==> config.mk <==
export PLATFORM = sky130hd
export DESIGN_NAME = encoder_driven_stepper_positioner_top
export DESIGN_NICKNAME = d
export VERILOG_FILES = /design/src/hw/rtl/edsp_pkg.sv /design/src/hw/rtl/encoder_driven_stepper_positioner_top.sv /design/src/hw/rtl/edsp_cfg_regs.sv /design/src/hw/rtl/edsp_core.sv
export SDC_FILE = /design/constraint.sdc
export NUM_CORES = 1
export LEC_CHECK = 0
export BUFFER_PORTS_ARGS = -buffer_cell sky130_fd_sc_hd__buf_2
export CORE_ASPECT_RATIO = 0.6
export CORE_UTILIZATION = 40
export CTS_CLUSTER_DIAMETER = 40
export DETAILED_ROUTE_END_ITERATION = 8
export PLACE_DENSITY = 0.65
export SKIP_LAST_GASP = 1
export SYNTH_ARGS = -nofsm -noshare
export SYNTH_HDL_FRONTEND = slang
export SYNTH_SLANG_ARGS = --single-unit
==> constraint.sdc <==
create_clock -name clk -period 17.7 [get_ports clk]
set_input_delay 1.77 -clock clk [delete_from_list [all_inputs] [get_ports clk]]
set_output_delay 1.77 -clock clk [all_outputs]
set_load 0.02 [all_outputs]
==> src/hw/rtl/edsp_pkg.sv <==
`timescale 1ns / 1ps
// ----------------------------------------------------------------------------
// edsp_pkg
// Shared types and constants for the encoder-driven stepper positioner.
// ----------------------------------------------------------------------------
package edsp_pkg;

  // Default width of the encoder count
  localparam int EDSP_COUNT_WIDTH = 16;

  // Register reset values
  localparam logic [7:0] GAIN_RESET   = 8'd5;
  localparam logic [7:0] COARSE_RESET = 8'd10;

  // Register indexes (byte address bit 2)
  localparam logic REG_TARGET_GAIN = 1'b0;
  localparam logic REG_COARSE_INC  = 1'b1;

  // Button bit positions (active low)
  localparam int BTN_CLEAR = 0;
  localparam int BTN_MODE1 = 1;
  localparam int BTN_MODE2 = 2;
  localparam int BTN_MODE3 = 3;

  // Mode codes; the motor runs only in MODE_RUN
  localparam logic [1:0] MODE_RUN = 2'd0;
  localparam logic [1:0] MODE_1   = 2'd1;
  localparam logic [1:0] MODE_2   = 2'd2;
  localparam logic [1:0] MODE_3   = 2'd3;

  // Configuration registers as seen by the core
  typedef struct packed {
    logic [7:0] target_gain;
    logic [7:0] coarse_increment;
  } cfg_t;

  // One input item
  typedef struct packed {
    logic       step_strobe;
    logic [3:0] buttons_n;
    logic       coarse_switch_n;
    logic       dt_pin;
    logic       clk_pin;
  } item_t;

  // One result item
  typedef struct packed {
    logic [1:0]         mode_value;
    logic signed [15:0] motor_position;
    logic signed [15:0] target_position;
    logic [7:0]         led_value;
    logic [3:0]         coil_drive;
  } result_t;

endpackage

==> src/hw/rtl/encoder_driven_stepper_positioner_top.sv <==
`timescale 1ns / 1ps
// ----------------------------------------------------------------------------
// encoder_driven_stepper_positioner_top
// Stepper positioner driven by a rotary encoder, buttons and a step strobe.
// ----------------------------------------------------------------------------
// Usage:
//   in_*  : one item per pin sample (encoder CLK/DT, coarse switch, buttons,
//           step strobe). Accepted when in_tvalid and in_tready are high.
//   out_* : one result item per input item, in order: coils, LED latch,
//           target, position and mode after that sample.
//   cfg_* : APB port; target_gain at 0x0, coarse_increment at 0x4.
// Timing: an accepted item sits in the input register, is processed by one
//   pass of logic (count add, 16x8 gain multiply, signed compare) and lands
//   in the output register once that is empty or being taken, which raises
//   out_tvalid. One item per cycle is sustained while out_tready stays high.
// Stall: when out_tready is low the output register holds its result and
//   the input register takes one more item, then in_tready drops until the
//   output is taken. Nothing is lost or repeated.
// Reset (rst_n low, synchronous): both registers empty, state cleared,
//   gain 5, coarse increment 10. Write configuration only while idle.
// ----------------------------------------------------------------------------
module encoder_driven_stepper_positioner_top
  import edsp_pkg::*;
#(
  parameter int COUNT_WIDTH = EDSP_COUNT_WIDTH
) (
  input  logic        clk,
  input  logic        rst_n,
  // in_tdata: clk_pin[0], dt_pin[1], coarse_switch_n[2], buttons_n[6:3],
  //           step_strobe[7]
  input  logic        in_tvalid,
  output logic        in_tready,
  input  logic [7:0]  in_tdata,
  // out_tdata: coil_drive[3:0], led_value[11:4], target_position[27:12],
  //            motor_position[43:28], mode_value[45:44], zero[47:46]
  output logic        out_tvalid,
  input  logic        out_tready,
  output logic [47:0] out_tdata,
  input  logic        cfg_psel,
  input  logic        cfg_penable,
  input  logic        cfg_pwrite,
  input  logic [2:0]  cfg_paddr,
  input  logic [31:0] cfg_pwdata,
  output logic [31:0] cfg_prdata,
  output logic        cfg_pready
);

  cfg_t    cfg;
  item_t   item_r;
  logic    in_valid_r;
  result_t result;
  result_t result_r;
  logic    out_valid_r;
  logic    process;
  logic    in_accept;

  edsp_cfg_regs u_cfg (
    .clk         (clk),
    .rst_n       (rst_n),
    .cfg_psel    (cfg_psel),
    .cfg_penable (cfg_penable),
    .cfg_pwrite  (cfg_pwrite),
    .cfg_paddr   (cfg_paddr),
    .cfg_pwdata  (cfg_pwdata),
    .cfg_prdata  (cfg_prdata),
    .cfg_pready  (cfg_pready),
    .cfg         (cfg)
  );

  // Pipeline handshake
  assign process   = in_valid_r && (!out_valid_r || out_tready);
  assign in_tready = !in_valid_r || process;
  assign in_accept = in_tvalid && in_tready;

  // Input register
  always_ff @(posedge clk) begin
    if (!rst_n) begin
      in_valid_r <= 1'b0;
    end else if (in_accept) begin
      in_valid_r <= 1'b1;
    end else if (process) begin
      in_valid_r <= 1'b0;
    end
  end

  always_ff @(posedge clk) begin
    if (in_accept) begin
      item_r <= item_t'(in_tdata);
    end
  end

  edsp_core #(
    .COUNT_WIDTH (COUNT_WIDTH)
  ) u_core (
    .clk    (clk),
    .rst_n  (rst_n),
    .fire   (process),
    .item   (item_r),
    .cfg    (cfg),
    .result (result)
  );

  // Output register
  always_ff @(posedge clk) begin
    if (!rst_n) begin
      out_valid_r <= 1'b0;
    end else if (process) begin
      out_valid_r <= 1'b1;
    end else if (out_tready) begin
      out_valid_r <= 1'b0;
    end
  end

  always_ff @(posedge clk) begin
    if (process) begin
      result_r <= result;
    end
  end

  assign out_tvalid = out_valid_r;
  assign out_tdata  = {2'b00, result_r};

endmodule

==> src/hw/rtl/edsp_cfg_regs.sv <==
`timescale 1ns / 1ps
// ----------------------------------------------------------------------------
// edsp_cfg_regs
// APB register file holding the target gain and the coarse increment.
// ----------------------------------------------------------------------------
module edsp_cfg_regs
  import edsp_pkg::*;
(
  input  logic        clk,
  input  logic        rst_n,
  input  logic        cfg_psel,
  input  logic        cfg_penable,
  input  logic        cfg_pwrite,
  input  logic [2:0]  cfg_paddr,
  input  logic [31:0] cfg_pwdata,
  output logic [31:0] cfg_prdata,
  output logic        cfg_pready,
  output cfg_t        cfg
);

  logic       reg_idx;
  logic       wr_en;
  logic [7:0] gain_r;
  logic [7:0] coarse_r;

  assign cfg_pready = 1'b1;
  assign reg_idx    = cfg_paddr[2];
  assign wr_en      = cfg_psel && cfg_penable && cfg_pwrite && cfg_pready;

  // Register writes
  always_ff @(posedge clk) begin
    if (!rst_n) begin
      gain_r   <= GAIN_RESET;
      coarse_r <= COARSE_RESET;
    end else if (wr_en) begin
      unique case (reg_idx)
        REG_TARGET_GAIN: gain_r   <= cfg_pwdata[7:0];
        REG_COARSE_INC:  coarse_r <= cfg_pwdata[7:0];
        default:         gain_r   <= gain_r;
      endcase
    end
  end

  // Read mux
  always_comb begin
    unique case (reg_idx)
      REG_TARGET_GAIN: cfg_prdata = {24'd0, gain_r};
      REG_COARSE_INC:  cfg_prdata = {24'd0, coarse_r};
      default:         cfg_prdata = 32'd0;
    endcase
  end

  assign cfg.target_gain      = gain_r;
  assign cfg.coarse_increment = coarse_r;

endmodule

==> src/hw/rtl/edsp_core.sv <==
`timescale 1ns / 1ps
// ----------------------------------------------------------------------------
// edsp_core
// Positioner state and its single-pass update: buttons, encoder, motor step.
// ----------------------------------------------------------------------------
module edsp_core
  import edsp_pkg::*;
#(
  parameter int COUNT_WIDTH = EDSP_COUNT_WIDTH
) (
  input  logic    clk,
  input  logic    rst_n,
  input  logic    fire,
  input  item_t   item,
  input  cfg_t    cfg,
  output result_t result
);

  // State
  logic                   last_clk_r;
  logic [3:0]             last_btn_r;
  logic [COUNT_WIDTH-1:0] count_r,    count_nxt;
  logic [15:0]            target_r,   target_nxt;
  logic [15:0]            position_r, position_nxt;
  logic [1:0]             phase_r,    phase_nxt;
  logic [3:0]             coil_r,     coil_nxt;
  logic [7:0]             led_r,      led_nxt;
  logic [1:0]             mode_r,     mode_nxt;

  // Intermediates
  logic                   btn_chg;
  logic                   clk_chg;
  logic [COUNT_WIDTH-1:0] count_btn;
  logic [COUNT_WIDTH-1:0] delta;
  logic [15:0]            target_btn;
  logic [15:0]            cnt16;
  logic [23:0]            product;

  // Update for one item
  always_comb begin
    btn_chg    = item.buttons_n != last_btn_r;
    clk_chg    = item.clk_pin != last_clk_r;
    mode_nxt   = mode_r;
    count_btn  = count_r;
    position_nxt = position_r;
    target_btn = target_r;

    // Buttons, only on a change of pattern; later button wins
    if (btn_chg) begin
      if (!item.buttons_n[BTN_CLEAR]) begin
        mode_nxt     = MODE_RUN;
        count_btn    = '0;
        position_nxt = 16'd0;
        target_btn   = 16'd0;
      end
      if (!item.buttons_n[BTN_MODE1]) mode_nxt = MODE_1;
      if (!item.buttons_n[BTN_MODE2]) mode_nxt = MODE_2;
      if (!item.buttons_n[BTN_MODE3]) mode_nxt = MODE_3;
    end

    // Encoder: falling CLK moves the count
    delta     = item.coarse_switch_n ? COUNT_WIDTH'(1)
                                     : COUNT_WIDTH'(cfg.coarse_increment);
    count_nxt = count_btn;
    if (clk_chg && !item.clk_pin) begin
      count_nxt = item.dt_pin ? (count_btn - delta) : (count_btn + delta);
    end

    // On a CLK change the target becomes the sign-extended count times the gain, kept to 16 bits
    cnt16   = 16'($signed(count_nxt));
    product = 24'(cnt16) * 24'(cfg.target_gain);
    led_nxt    = clk_chg ? count_nxt[7:0] : led_r;
    target_nxt = clk_chg ? product[15:0] : target_btn;

    // Motor step toward the target
    coil_nxt  = coil_r;
    phase_nxt = phase_r;
    if (item.step_strobe && mode_nxt == MODE_RUN) begin
      if ($signed(target_nxt) > $signed(position_nxt)) begin
        coil_nxt     = 4'b0001 << phase_r;
        position_nxt = position_nxt + 16'd1;
        phase_nxt    = phase_r + 2'd1;
      end else if ($signed(target_nxt) < $signed(position_nxt)) begin
        coil_nxt     = 4'b0001 << phase_r;
        position_nxt = position_nxt - 16'd1;
        phase_nxt    = phase_r - 2'd1;
      end
    end
  end

  // State registers
  always_ff @(posedge clk) begin
    if (!rst_n) begin
      last_clk_r <= 1'b1;
      last_btn_r <= 4'hF;
      count_r    <= '0;
      target_r   <= 16'd0;
      position_r <= 16'd0;
      phase_r    <= 2'd0;
      coil_r     <= 4'd0;
      led_r      <= 8'd0;
      mode_r     <= MODE_RUN;
    end else if (fire) begin
      last_clk_r <= item.clk_pin;
      last_btn_r <= item.buttons_n;
      count_r    <= count_nxt;
      target_r   <= target_nxt;
      position_r <= position_nxt;
      phase_r    <= phase_nxt;
      coil_r     <= coil_nxt;
      led_r      <= led_nxt;
      mode_r     <= mode_nxt;
    end
  end

  // Result is the state after this item
  assign result.coil_drive      = coil_nxt;
  assign result.led_value       = led_nxt;
  assign result.target_position = target_nxt;
  assign result.motor_position  = position_nxt;
  assign result.mode_value      = mode_nxt;

`ifndef SYNTHESIS
  // No item, no state change
  a_hold_idle: assert property (@(posedge clk) disable iff (!rst_n)
    !fire |=> $stable(count_r) && $stable(position_r) && $stable(phase_r)
              && $stable(mode_r))
    else $error("core state moved without an item");

  // Motor stays put outside run mode unless the buttons changed
  a_no_move: assert property (@(posedge clk) disable iff (!rst_n)
    fire && mode_r != MODE_RUN && item.buttons_n == last_btn_r
      |=> position_r == $past(position_r))
    else $error("motor moved outside run mode");

  // Every phase change drives exactly one coil
  a_phase_coil: assert property (@(posedge clk) disable iff (!rst_n)
    fire && phase_nxt != phase_r |=> $onehot(coil_r))
    else $error("phase advanced without a one-hot coil");
`endif

endmodule

# Word-level counts from Yosys, hierarchy flattened
# Cells that the tools add are included.
# op_classes
magnitude_cmp,2
mux,29
n_reduce_logical,18
addsub,6
n_mul,1
n_eq_ne,2
n_bitwise,1
shifts,1
# op_table
operator,count
$mux 16,12
$pmux 32 s2,1
$add 16x1->16 const B,1
$add 16x16->16,1
$gt 16x16->1,1
$lt 16x16->1,1
$mul 16x8->16,1
$mux 8,2
$sub 16x1->16 const B,1
$sub 16x16->16,1
$mux 2,7
$mux 4,3
$logic_and 1x1->1,6
$reduce_bool 2->1,3
$mux 1,4
$ne 4x4->1,1
$reduce_and 2->1,2
$shl 1x2->4 const A,1
$logic_not 1->1,3
$reduce_and 3->1,1
$add 2x1->2 const B,1
$logic_not 2->1,1
$logic_or 1x1->1,2
$sub 2x1->2 const B,1
other kinds (2),2
# word_totals
output_inout_bits,83
ff_bits,141

# Logic depth before layout (Yosys ltp)
# depth
word_depth,11
ltp_mapped,47
mapped_depth_nobuf,45

# Hierarchy
# A second synthesis with hierarchy kept.
# unflattened
cells_unflattened,1237
area_unflattened_um2,10969.3
# by_module_without_submodules
mod,cells_per_inst,area_each_um2,instances
edsp_core,1067,8251.7,1
encoder_driven_stepper_positioner_top,66,1744.2,1
edsp_cfg_regs,104,973.4,1

# Least setup slack after synthesis
# Ideal clock, no wire load.
# synth_timing
path_kind,reg-to-reg
from,register item_r[5] (netlist bit)
to,register u_core.position_r[15]
synth_period_minus_slack_ps,9440
path_slack_ps,8260
arrival_ps,9323
n_path_buf,4
stages_incl_launch_ff,43
required_ps,17584
cell_sequence,edfxtp_1 > xnor2_1 > nand3_1 > o21bai_1 > clkbuf_1 > clkbuf_1 > buf_1 > nand2_1 > ha_1 > inv_1 > fa_1 > a21o_1 > and3_1 > o311ai_0 > and2_1 > xnor2_1 > mux2i_1 > nor2b_1 > [7 not listed] > xnor2_1 > xnor3_1 > xnor2_1 > xnor3_1 > xnor2_1 > xnor2_1 > nand2b_1 > nand2_1 > ha_1 > nand2_1 > o22ai_1 > a31oi_1 > nand2b_1 > clkbuf_1 > or4_1 > a21boi_1 > xnor2_1 > o211a_1
# synth_lines
item,line_no,rtl
from (decl),encoder_driven_stepper_positioner_top.sv:49,item_t item_r;
from (signal assigned),encoder_driven_stepper_positioner_top.sv:88,item_r <= item_t'(in_tdata);
to (signal assigned),edsp_core.sv:108,position_r <= position_nxt;
to (decl),edsp_core.sv:24,"logic [15:0] position_r, position_nxt;"

==> metrics.txt <==
routability congestion estimate from global placement 0.8949; H-tree Lvls 4; setup repair after global routing missed its margin false; post-synthesis area per instance 8.628 um2; overall track demand over capacity in global routing 20.80%; worst supply voltage drop on vdd 58.08 uV; number of enable flip-flop cells after synthesis 54; most common library cell in the layout ignoring fill and taps nand2_1; number of synthesized register bits 141; sequential area share after synthesis 31.43%; worst hold start u_core.coil_r[2]$_SDFFE_PN0P_; dominant synthesized flop cell dfxtp_1; CP Max Fanout 54; std cell rows 45; worst hold path type reg -> reg; leakage 0.005138 uW; share of synthesized flip-flops with an asynchronous set or reset 0%; via/cell ratio 5.238; Worst Tran Pin Value 0.9180 ns; # clock sinks 141; top routing layer in use met4; outcome finished, final reports clean; WL met1 13.81 mm; post-placement worst setup slack 7.294 ns; kind of critical path reg -> reg; pwr/cell area 91.20 nW/um2; maximum number of pins on one net before global-route repair 72; insertion delay of the later-clocked pin in the worst-skew pair 0.45 ns; post-CTS setup-driven buffer insertion count 0; Max Fclk 94.67 MHz; worst relative slew slack 38.39%; area added between synthesis and finish 11.26%; number of global-route vias before repair 8265; CP Launch Point item_r[6]$_DFFE_PP_; Starting Density 41.49%; count of input and output buffers 79; TritonCTS buffer count 17; cell with the biggest individual delay on the critical path o21ai_0; Die Y-Extent 128.7 um; Max Clock Skew 0.01318 ns; number of antenna violations at the first check in global routing 0; Critical Path Start Type flip-flop; cell area after synthesis 10700 um2; ports placed on the boundary 133; fraction of final layout cells sized beyond drive strength 1 12.86%; Worst R2R Setup Slack 7.14 ns; Register-to-Register Path Depth 43; Worst path max stage delay 0.56 ns; routed wire length 26.84 mm; hold endpoint u_core.coil_r[2]$_SDFFE_PN0P_; vias 8685; Final period util 59.68%; Die Area 27430 um2; DR pass1 iterations 5; Floorplan Core Area 25790 um2; most frequent cells in the layout 174 x nand2_1, 110 x inv_1, 93 x nor2_1; CTS Root Cell clkbuf_16; total of max-cap violations 0; summed area of non-filler cells in the final layout 11900 um2; number of stages on the worst hold path 2; 1st-iter DRT viols 777; detailed placer's ending HPWL 19.39 mm; number of warnings reported in the yosys synthesis log 0; final worst path period need 10.56 ns; cell area after placement 11330 um2; count of distinct cell types in the synthesized netlist 70; Required @ worst endpoint 18.03 ns; Final Hold Violating Endpoints 0; TNS Setup 0 ns; number of nets in the final layout 1464; TritonCTS clock tree built; cts-stage hold buffer count 0; Clk pin slew, worst setup/hold paths 0.06 ns; final setup violation count 0; final number of max-transition violations 0; aggregate global routing overflow 0; Worst setup EP type flip-flop; WP data arrival 10.89 ns; amount of wire on met3 after detailed routing 1.856 mm; Mapped Cells 1240; Antenna Violating Nets Remaining 0; Die Wd 213.1 um; Max Buffers Root-to-Sink 2; wire length on met2 10.83 mm; detail-routed net length per standard cell 16.19 um; destination of the worst register-to-register timing path u_core.position_r[14]$_SDFFE_PN0P_; residual DRC count 0; worst r2r src item_r[6]$_DFFE_PP_; antenna diode count 0; post-cts resize count 0; wire length of the first global-routing pass 43.95 mm; minimum setup slack in the final design 7.137 ns
## metrics by stage
stage | utilization [%] | hold WS [ns] | total power (uW) | cells
2_1_floorplan | - | 0.4318 | 644.7 | 1265
3_3_place_gp | 43.92 | 0.4388 | 721.3 | 1626
3_5_place_dp | 43.92 | 0.4467 | 730.8 | 1626
4_1_cts | 46.16 | 0.4544 | 1091 | 1658
5_1_grt | 46.16 | 0.4805 | 1157 | 1658
6_report | 46.16 | 0.4572 | 1086 | 1658
## worst max-delay path by stage
stage                                               endpoint  slack [ns]  cells past startpoint
after CTS                 u_core.position_r[14]$_SDFFE_PN0P_        7.26                     41
final                     u_core.position_r[14]$_SDFFE_PN0P_        7.14                     43
after global routing      u_core.position_r[14]$_SDFFE_PN0P_        6.36                     41
after detailed placement  u_core.position_r[14]$_SDFFE_PN0P_        7.29                     41
after global placement    u_core.position_r[15]$_SDFFE_PN0P_        7.46                     41
after floorplan           u_core.position_r[15]$_SDFFE_PN0P_        8.26                     42
## Yosys cell counts (all sizes together) (4+ instances only)
master	n	area share, %
nand2	174	6.1
inv	112	3.9
nor2	93	3.3
dfxtp	87	16
a21oi	65	3.1
o21ai	63	2.9
fa	61	11
ha	60	7.0
and2	54	3.2
edfxtp	54	15
clkbuf	48	1.7
nand3	43	2.0
xnor2	36	2.9
buf	34	2.2
nor2b	30	1.8
mux2	25	2.6
nor3	25	1.2
nand2b	15	0.88
xor2	14	1.1
a21o	13	0.91
and3	12	0.70
a211oi	10	0.70
mux2i	10	0.94
o21a	9	0.63
a31oi	7	0.41
nand4	7	0.41
o31ai	7	0.54
o211ai	6	0.42
o21bai	6	0.42
or3	5	0.29
a22oi	4	0.28
nor4	4	0.23
or4	4	0.28
## critical path: cells and delay by family, from the launching register on
family          cells  cell delay, ns
compound gates      9            2.25
xor+xnor            3            0.47
fa+ha+maj           7            2.84
buf+inv             6            0.84
flops               1            0.47
mux                 1            0.35
simple gates       17            3.19
## registers in the layout, indices dropped and copies added (netlist names)
| signal | cells |
|---|---|
| item_r | 8 |
| u_core.last_clk_r | 1 |
| in_valid_r | 1 |
| u_core.last_btn_r | 4 |
| u_core.target_r | 16 |
| u_core.led_r | 8 |
| u_core.phase_r | 2 |
| u_cfg.gain_r | 8 |
| u_core.coil_r | 4 |
| out_tdata | 46 |
| out_tvalid | 1 |
| u_core.position_r | 16 |
| u_cfg.coarse_r | 8 |
| u_core.mode_r | 2 |
| u_core.count_r | 16 |
## cell type report
| class | count | area (um2) |
|---|---|---|
| Multi-Input combinational cell | 930 | 6614 |
| Clock buffer | 20 | 467.9 |
| Fill cell | 2500 | 13880 |
| Clock inverter | 12 | 110.1 |
| Inverter | 112 | 422.9 |
| Sequential cell | 141 | 3363 |
| Timing Repair Buffer | 91 | 485.5 |
| Tap cell | 352 | 440.4 |
## logic make-up after synthesis
group / share of synthesized area [%]
xor gates and xnor gates: 4.725
buffers and inverters: 7.824
muxes: 3.567
other: 0.07019
AOI/OAI and AO/OA: 12.70
adders and majority gates: 18.43
and+or+nand+nor: 21.25
DFF: 31.43
## metal layers
metal  global-route usage [%]  vias to the layer above
met5                        0                        -
met4                    5.168                        0
met3                    5.150                       31
met2                    29.74                      283
met1                    31.07                     4147
li1                         -                     4224
## power breakdown
| part | internal (uW) | switching, uW | total [uW] | leakage, uW |
|---|---|---|---|---|
| sequential | 361 | 13.6 | 374 | 0.00124 |
| combinational | 135 | 220 | 355 | 0.00363 |
| clock | 206 | 151 | 356 | 0.000271 |
| total | 701 | 384 | 1090 | 0.00514 |
(Power assumes the default switching activity.)
